**src/rtl/oqsd_pkg.sv**
```systemverilog
`default_nettype none

package oqsd_pkg;

    localparam int DEPTH_DEFAULT = 16;
    localparam int KEY_W_DEFAULT = 32;

    localparam int ACTION_W = 3;

    typedef enum logic [ACTION_W-1:0] {
        ACT_APPEND = 3'd0,
        ACT_DELETE = 3'd1,
        ACT_MEMBER = 3'd2,
        ACT_HEAD   = 3'd3,
        ACT_NEXT   = 3'd4,
        ACT_READ   = 3'd5
    } action_t;

endpackage

`default_nettype wire

```
**src/rtl/oqsd_ram.sv**
```systemverilog
`default_nettype none

module oqsd_ram #(
    parameter int WIDTH = 32,
    parameter int DEPTH = 16
) (
    input  wire logic                     aclk,
    input  wire logic                     we,
    input  wire logic [$clog2(DEPTH)-1:0] waddr,
    input  wire logic [WIDTH-1:0]         wdata,
    input  wire logic [$clog2(DEPTH)-1:0] raddr,
    output logic      [WIDTH-1:0]         rdata
);

    logic [WIDTH-1:0] mem [DEPTH];

    always_ff @(posedge aclk) begin
        if (we) begin
            mem[waddr] <= wdata;
        end
        rdata <= mem[raddr];
    end

endmodule

`default_nettype wire

```
**src/rtl/ordered_queue_search_delete.sv**
```systemverilog
// from accept: append, unknown action and empty-queue cases load the result directly,
// cursor actions returning a key read the ram first, a membership test scans for the key,
// delete scans, then closes the gap (one entry read per cycle by the single ram read port)
// one transaction in flight; the next is taken once the result register is loaded
// synchronous active-low reset: queue empty, cursor at none, no result pending;
// stored keys are not cleared
`default_nettype none

module ordered_queue_search_delete
    import oqsd_pkg::*;
#(
    parameter int DEPTH = DEPTH_DEFAULT,
    parameter int KEY_W = KEY_W_DEFAULT
) (
    input  wire logic                         aclk,
    input  wire logic                         aresetn,
    input  wire logic                         s_valid,
    output logic                              s_ready,
    input  wire logic [ACTION_W-1:0]          s_action,
    input  wire logic [KEY_W-1:0]             s_key,
    output logic                              m_valid,
    input  wire logic                         m_ready,
    output logic                              m_status,
    output logic                              m_found,
    output logic                              m_item_valid,
    output logic      [KEY_W-1:0]             m_item_key,
    output logic      [$clog2(DEPTH+1)-1:0]   m_count
);

    localparam int CW = $clog2(DEPTH + 1);
    localparam int AW = $clog2(DEPTH);
    localparam logic [CW-1:0] NONE_POS = CW'(DEPTH);

    typedef enum logic [5:0] {
        ST_IDLE  = 6'b000001,
        ST_SCAN  = 6'b000010,
        ST_CHECK = 6'b000100,
        ST_SHIFT = 6'b001000,
        ST_READ  = 6'b010000,
        ST_DONE  = 6'b100000
    } state_t;

    state_t            state_reg, state_next;
    action_t           action_reg, action_next;
    logic [KEY_W-1:0]  key_reg, key_next;
    logic [CW-1:0]     idx_reg, idx_next;
    logic [CW-1:0]     held_reg, held_next;
    logic [CW-1:0]     cursor_reg, cursor_next;
    logic              res_status_reg, res_status_next;
    logic              res_found_reg, res_found_next;
    logic              res_ivalid_reg, res_ivalid_next;
    logic [KEY_W-1:0]  res_key_reg, res_key_next;

    logic              m_valid_reg, m_valid_next;
    logic              m_status_reg, m_status_next;
    logic              m_found_reg, m_found_next;
    logic              m_item_valid_reg, m_item_valid_next;
    logic [KEY_W-1:0]  m_item_key_reg, m_item_key_next;
    logic [CW-1:0]     m_count_reg, m_count_next;

    logic              ram_we;
    logic [AW-1:0]     ram_waddr;
    logic [KEY_W-1:0]  ram_wdata;
    logic [AW-1:0]     ram_raddr;
    logic [KEY_W-1:0]  ram_rdata;

    logic              accept;
    logic              cursor_ok;
    logic              key_match;
    logic [CW-1:0]     idx_inc;
    logic [CW-1:0]     idx_inc2;
    logic [CW-1:0]     cursor_inc;

    assign s_ready      = (state_reg == ST_IDLE);
    assign accept       = s_valid && s_ready;
    assign cursor_ok    = (cursor_reg < held_reg);
    assign key_match    = (ram_rdata == key_reg);
    assign idx_inc      = idx_reg + CW'(1);
    assign idx_inc2     = idx_reg + CW'(2);
    assign cursor_inc   = cursor_reg + CW'(1);

    assign m_valid      = m_valid_reg;
    assign m_status     = m_status_reg;
    assign m_found      = m_found_reg;
    assign m_item_valid = m_item_valid_reg;
    assign m_item_key   = m_item_key_reg;
    assign m_count      = m_count_reg;

    oqsd_ram #(
        .WIDTH (KEY_W),
        .DEPTH (DEPTH)
    ) u_entries (
        .aclk  (aclk),
        .we    (ram_we),
        .waddr (ram_waddr),
        .wdata (ram_wdata),
        .raddr (ram_raddr),
        .rdata (ram_rdata)
    );

    always_comb begin
        state_next        = state_reg;
        action_next       = action_reg;
        key_next          = key_reg;
        idx_next          = idx_reg;
        held_next         = held_reg;
        cursor_next       = cursor_reg;
        res_status_next   = res_status_reg;
        res_found_next    = res_found_reg;
        res_ivalid_next   = res_ivalid_reg;
        res_key_next      = res_key_reg;
        m_valid_next      = m_valid_reg && !m_ready;
        m_status_next     = m_status_reg;
        m_found_next      = m_found_reg;
        m_item_valid_next = m_item_valid_reg;
        m_item_key_next   = m_item_key_reg;
        m_count_next      = m_count_reg;
        ram_we            = 1'b0;
        ram_waddr         = idx_reg[AW-1:0];
        ram_wdata         = ram_rdata;
        ram_raddr         = idx_inc[AW-1:0];

        unique case (state_reg)
            ST_IDLE: begin
                if (accept) begin
                    action_next     = action_t'(s_action);
                    key_next        = s_key;
                    idx_next        = '0;
                    res_status_next = 1'b0;
                    res_found_next  = 1'b0;
                    res_ivalid_next = 1'b0;
                    res_key_next    = '0;
                    state_next      = ST_DONE;
                    unique case (s_action)
                        ACT_APPEND: begin
                            if (held_reg == NONE_POS) begin
                                res_status_next = 1'b1;
                            end else begin
                                ram_we    = 1'b1;
                                ram_waddr = held_reg[AW-1:0];
                                ram_wdata = s_key;
                                held_next = held_reg + CW'(1);
                                if (held_reg == '0) begin
                                    cursor_next = '0;
                                end
                            end
                        end
                        ACT_DELETE: begin
                            if (held_reg == '0) begin
                                res_status_next = 1'b1;
                            end else begin
                                ram_raddr  = '0;
                                state_next = ST_SCAN;
                            end
                        end
                        ACT_MEMBER: begin
                            if (held_reg != '0) begin
                                ram_raddr  = '0;
                                state_next = ST_SCAN;
                            end
                        end
                        ACT_HEAD: begin
                            if (held_reg != '0) begin
                                cursor_next = '0;
                                ram_raddr   = '0;
                                state_next  = ST_READ;
                            end
                        end
                        ACT_NEXT: begin
                            if (cursor_ok) begin
                                if (cursor_inc >= held_reg) begin
                                    cursor_next = NONE_POS;
                                end else begin
                                    cursor_next = cursor_inc;
                                    ram_raddr   = cursor_inc[AW-1:0];
                                    state_next  = ST_READ;
                                end
                            end
                        end
                        ACT_READ: begin
                            if (cursor_ok) begin
                                ram_raddr  = cursor_reg[AW-1:0];
                                state_next = ST_READ;
                            end
                        end
                        default: begin
                            res_status_next = 1'b1;
                        end
                    endcase
                end
            end
            ST_SCAN: begin
                if (key_match) begin
                    if (action_reg == ACT_MEMBER) begin
                        res_found_next = 1'b1;
                        state_next     = ST_DONE;
                    end else begin
                        // first match found at idx_reg; fix the cursor, then close the gap
                        state_next = ST_SHIFT;
                        if (!cursor_ok) begin
                            cursor_next = NONE_POS;
                        end else if (cursor_reg == idx_reg) begin
                            if (cursor_inc >= held_reg) begin
                                cursor_next = NONE_POS;
                            end
                        end else if (cursor_reg > idx_reg) begin
                            ram_raddr  = cursor_reg[AW-1:0];
                            state_next = ST_CHECK;
                        end
                    end
                end else if (idx_inc >= held_reg) begin
                    res_status_next = (action_reg == ACT_DELETE);
                    state_next      = ST_DONE;
                end else begin
                    idx_next  = idx_inc;
                    ram_raddr = idx_inc[AW-1:0];
                end
            end
            ST_CHECK: begin
                // cursor lies past the removed slot
                if (key_match) begin
                    if (cursor_inc >= held_reg) begin
                        cursor_next = NONE_POS;
                    end
                end else begin
                    cursor_next = cursor_reg - CW'(1);
                end
                state_next = ST_SHIFT;
            end
            ST_SHIFT: begin
                if (idx_inc >= held_reg) begin
                    held_next  = held_reg - CW'(1);
                    state_next = ST_DONE;
                end else begin
                    ram_we    = 1'b1;
                    ram_waddr = idx_reg[AW-1:0];
                    ram_wdata = ram_rdata;
                    idx_next  = idx_inc;
                    ram_raddr = idx_inc2[AW-1:0];
                end
            end
            ST_READ: begin
                res_ivalid_next = 1'b1;
                res_key_next    = ram_rdata;
                state_next      = ST_DONE;
            end
            ST_DONE: begin
                if (!m_valid_reg || m_ready) begin
                    m_valid_next      = 1'b1;
                    m_status_next     = res_status_reg;
                    m_found_next      = res_found_reg;
                    m_item_valid_next = res_ivalid_reg;
                    m_item_key_next   = res_key_reg;
                    m_count_next      = held_reg;
                    state_next        = ST_IDLE;
                end
            end
            default: begin
                state_next = ST_IDLE;
            end
        endcase
    end

    always_ff @(posedge aclk) begin
        if (!aresetn) begin
            state_reg   <= ST_IDLE;
            held_reg    <= '0;
            cursor_reg  <= NONE_POS;
            m_valid_reg <= 1'b0;
        end else begin
            state_reg   <= state_next;
            held_reg    <= held_next;
            cursor_reg  <= cursor_next;
            m_valid_reg <= m_valid_next;
        end
    end

    always_ff @(posedge aclk) begin
        action_reg       <= action_next;
        key_reg          <= key_next;
        idx_reg          <= idx_next;
        res_status_reg   <= res_status_next;
        res_found_reg    <= res_found_next;
        res_ivalid_reg   <= res_ivalid_next;
        res_key_reg      <= res_key_next;
        m_status_reg     <= m_status_next;
        m_found_reg      <= m_found_next;
        m_item_valid_reg <= m_item_valid_next;
        m_item_key_reg   <= m_item_key_next;
        m_count_reg      <= m_count_next;
    end

    a_held_range: assert property (@(posedge aclk) disable iff (!aresetn)
        held_reg <= NONE_POS)
        else $error("held count beyond depth");

    a_cursor_range: assert property (@(posedge aclk) disable iff (!aresetn)
        (cursor_reg < held_reg) || (cursor_reg == NONE_POS))
        else $error("cursor neither on a stored key nor none");

    a_append_grows: assert property (@(posedge aclk) disable iff (!aresetn)
        (accept && s_action == ACT_APPEND && held_reg != NONE_POS)
        |=> held_reg == $past(held_reg) + CW'(1))
        else $error("append did not grow the queue by one");

    a_write_source: assert property (@(posedge aclk) disable iff (!aresetn)
        ram_we |-> (state_reg == ST_SHIFT) || accept)
        else $error("entry write outside append or compaction");

    a_none_key_zero: assert property (@(posedge aclk) disable iff (!aresetn)
        (m_valid && !m_item_valid) |-> m_item_key == '0)
        else $error("item key not zero without a cursor key");

endmodule

`default_nettype wire
```
**config.mk**
```make
export PLATFORM = sky130hd
export DESIGN_NAME = ordered_queue_search_delete
export DESIGN_NICKNAME = d
export VERILOG_FILES = /design/src/rtl/oqsd_pkg.sv /design/src/rtl/oqsd_ram.sv /design/src/rtl/ordered_queue_search_delete.sv
export SDC_FILE = /design/constraint.sdc
export NUM_CORES = 1
export LEC_CHECK = 0
export BUFFER_PORTS_ARGS = -buffer_cell sky130_fd_sc_hd__buf_2
export CAP_MARGIN = 25
export CORE_AREA = 2 2 202 204
export CTS_BUF_LIST = sky130_fd_sc_hd__clkbuf_8
export CTS_CLUSTER_SIZE = 30
export DETAILED_ROUTE_END_ITERATION = 12
export DIE_AREA = 0 0 204 206
export PLACE_DENSITY = 0.84
export SYNTH_ARGS = -nofsm -noshare
export SYNTH_HDL_FRONTEND = slang
export SYNTH_SLANG_ARGS = --single-unit
```
**constraint.sdc**
```tcl
create_clock -name aclk -period 14.9 [get_ports aclk]
set_input_delay 4.47 -clock aclk [delete_from_list [all_inputs] [get_ports aclk]]
set_output_delay 4.47 -clock aclk [all_outputs]
set_load 0.02 [all_outputs]
```
==> impl_metrics.env <==
export IMPL_leakagePower_nw=11.0
export IMPL_status="finished, final reports clean"
export IMPL_synth_area_sq_um=27100
export IMPL_detailed_place_hpwl_um=35500
export IMPL_stdcell_count=2439
export IMPL_synth_top_area_cell="edfxtp_1"
export IMPL_nets=1893
export IMPL_power_mw=5.04
export IMPL_seqCellArea_sq_um=19800
export IMPL_cts_hold_buf=0
export IMPL_dieArea_sq_um=42000
export IMPL_skew_ns=0.0253
export IMPL_hold_depth=0
export IMPL_drt_pass1_iter_count=6
export IMPL_die_h_um=206
export IMPL_largest_reg_flops=512
export IMPL_path_max_fanout=152
export IMPL_cts_clk_slew_worst_paths_ns=0.07
export IMPL_vdd_drop_max_v=0.0000951
export IMPL_post_cts_setup_buffer_count=0
export IMPL_slew_headroom=0.201
export IMPL_synth_common_cells="edfxtp_1, mux2i_1, o22ai_1, nand2_1, dfxtp_1"
export IMPL_drive_gt1_frac=0.154
export IMPL_synth_cells=1684
export IMPL_slew_viol_final=0
export IMPL_synth_seq_area_share=0.731
export IMPL_grt_pass1_vias=15380
export IMPL_port_buffer_count=80
export IMPL_cts_max_level=3
export IMPL_power_density_nw_per_um2=167
export IMPL_worstMarginPinSlew_ns=1.20
export IMPL_grt_max_degree=153
export IMPL_min_path_type="flip-flop to flip-flop"
export IMPL_gr_total_overflow=0
export IMPL_cp_end_kind="flip-flop"
export IMPL_place_congestion=0.879
export IMPL_fin_crit_sh=0.595
export IMPL_finalSetupViolations=0
export IMPL_ys_warn_count=0
export IMPL_cts_buffers=100
export IMPL_cts_tree="done"
export IMPL_critPathLaunchType="primary input"
export IMPL_n_fill_cell=2303
export IMPL_max_freq_ghz=0.113
export IMPL_worstPathRequired_ns=15.44
export IMPL_worstSetupPathType="primary input to flip-flop"
export IMPL_syn_avg_cell_area_sq_um=16.1
export IMPL_arrival_ns=9.40
export IMPL_die_x_um=204
export IMPL_rsz0062_at_grt="false"
export IMPL_dr_first_iter_drc_count=1795
export IMPL_synth_most_common_cell="edfxtp_1"
export IMPL_synth_top_cells_by_area="edfxtp_1, mux2i_1, dfxtp_1, o22ai_1, nand2_1"
export IMPL_vias=15742
export IMPL_setup_tns_ns=0
export IMPL_initial_core_util=0.675
export IMPL_wire_per_inst_um=25.9
export IMPL_clk_latency_ns=0.67
export IMPL_synth_top_area_share=0.694
export IMPL_multi_input_area_sq_um=6870
export IMPL_largest_register="u_entries.mem"
export IMPL_yosysUniqueCellTypes=70
export IMPL_ant_nets=0
export IMPL_hold_viol=0
export IMPL_core_sq_um=40200
export IMPL_clock_sinks=676
export IMPL_antenna_cells=0
export IMPL_ys_flop_type="edfxtp_1"
export IMPL_row_count=74
export IMPL_cts_resized_gates=0
export IMPL_drv_cap=0
export IMPL_syn2layout_area_growth_pct=11.6
export IMPL_period_needed_ns=8.86
export IMPL_track_usage=0.301
export IMPL_clockRootBuffer="clkbuf_8"
export IMPL_viasPerCell=6.45
export IMPL_io_pins=81
export IMPL_ff2ff_path_depth=16
export IMPL_synth_nets=1754
export IMPL_clk_path_buf_depth=3
export IMPL_drc_errors=0
export IMPL_antenna_found_initial=0
export IMPL_async_reset_ff_frac=0
export IMPL_synth_edf_count=627
export IMPL_dp_cells=2247
export IMPL_grt_pass1_wl_um=92500
export IMPL_ys_ff_latch=676
export IMPL_routed_wl_um=63100
worst max-delay path: stages:
cell and delay (ns):
buf_2 0.22, inv_1 0.12, ha_1 0.20, or2_2 0.30, a211oi_2 0.21, o22ai_1 0.10, a41oi_1 0.28, a41oi_2 0.18
a2111oi_4 0.37, buf_12 0.74, buf_4 0.96, mux2i_1 0.32, o22ai_1 0.11, or4_1 0.53
kinds of logic after synthesis:
family	share of synthesized area
buffers and inverters	0.0222
muxes	0.0956
AOI/OAI and AO/OA	0.0579
DFF	0.731
adders and majority gates	0.0146
xor gates and xnor gates	0.0155
and+or+nand+nor	0.0636
per-stage QoR:
stage | setup slack [ns] | hold slack, ns | util | area, sq um
finish | 6.04 | 0.418 | 0.753 | 30300
global route | 5.82 | 0.420 | 0.753 | 30300
CTS | 6.20 | 0.413 | 0.750 | 30200
detailed placement | 5.50 | 0.406 | 0.701 | 28200
global placement | 5.66 | 0.401 | 0.697 | 28000
floorplan | 6.64 | 0.400 | - | 27100
where the power goes:
| part | internal, mW | switching [mW] | total [mW] |
|---|---|---|---|
| Clock | 0.779 | 0.687 | 1.47 |
| Sequential | 2.38 | 0.0785 | 2.46 |
| Combinational | 0.376 | 0.740 | 1.12 |
| Total | 3.53 | 1.51 | 5.04 |
layout make-up:
cell class	count	area share
Multi-Input combinational cell	906	0.227
Clock inverter	74	0.0151
Sequential cell	676	0.655
Inverter	23	0.00285
Tap cell	532	0.0220
Timing Repair Buffer	116	0.0275
Clock buffer	112	0.0509
cells in the final DEF (no fill, tap or decap), drive strengths merged, types with 4 or more instances in the layout:
cell type,n
nor2,42
o21ai,20
nand4,4
dfxtp,49
nand3b,5
nor2b,6
nand2,129
mux2i,259
and2,40
o22ai,131
a21boi,4
clkbuf,112
clkinvlp,4
xor2,34
nand3,20
and3,6
or2,4
o221ai,4
xnor2,14
or4,34
nor3,15
buf,116
bufinv,5
edfxtp,627
a21o,6
inv,61
nand2b,5
clkinv,27
ha,30
a31oi,10
o211ai,4
a21oi,21
o21a,4
nor4,13
worst paths after layout:
path	startpoint	endpoint	slack, ns
worst min register to register	res_key_reg[12]$_SDFFCE_PN0P_	m_item_key[12]$_DFFE_PP_	0.42
worst max register to register	idx_reg[0]$_SDFFCE_PN0P_	u_entries.rdata[14]$_DFF_P_	8.45
worst max-delay path	s_action[2]	u_entries.rdata[14]$_DFF_P_	6.04
worst min-delay path	res_key_reg[12]$_SDFFCE_PN0P_	m_item_key[12]$_DFFE_PP_	0.42
layer usage:
metal,wire length (um),vias to the layer above,GRT usage
met3,6180,164,0.0635
met2,30400,926,0.489
met1,24200,7777,0.398
met4,2360,0,0.135
li1,-,6875,-
met5,0,-,0
Power figures use the tool's default switching activity.
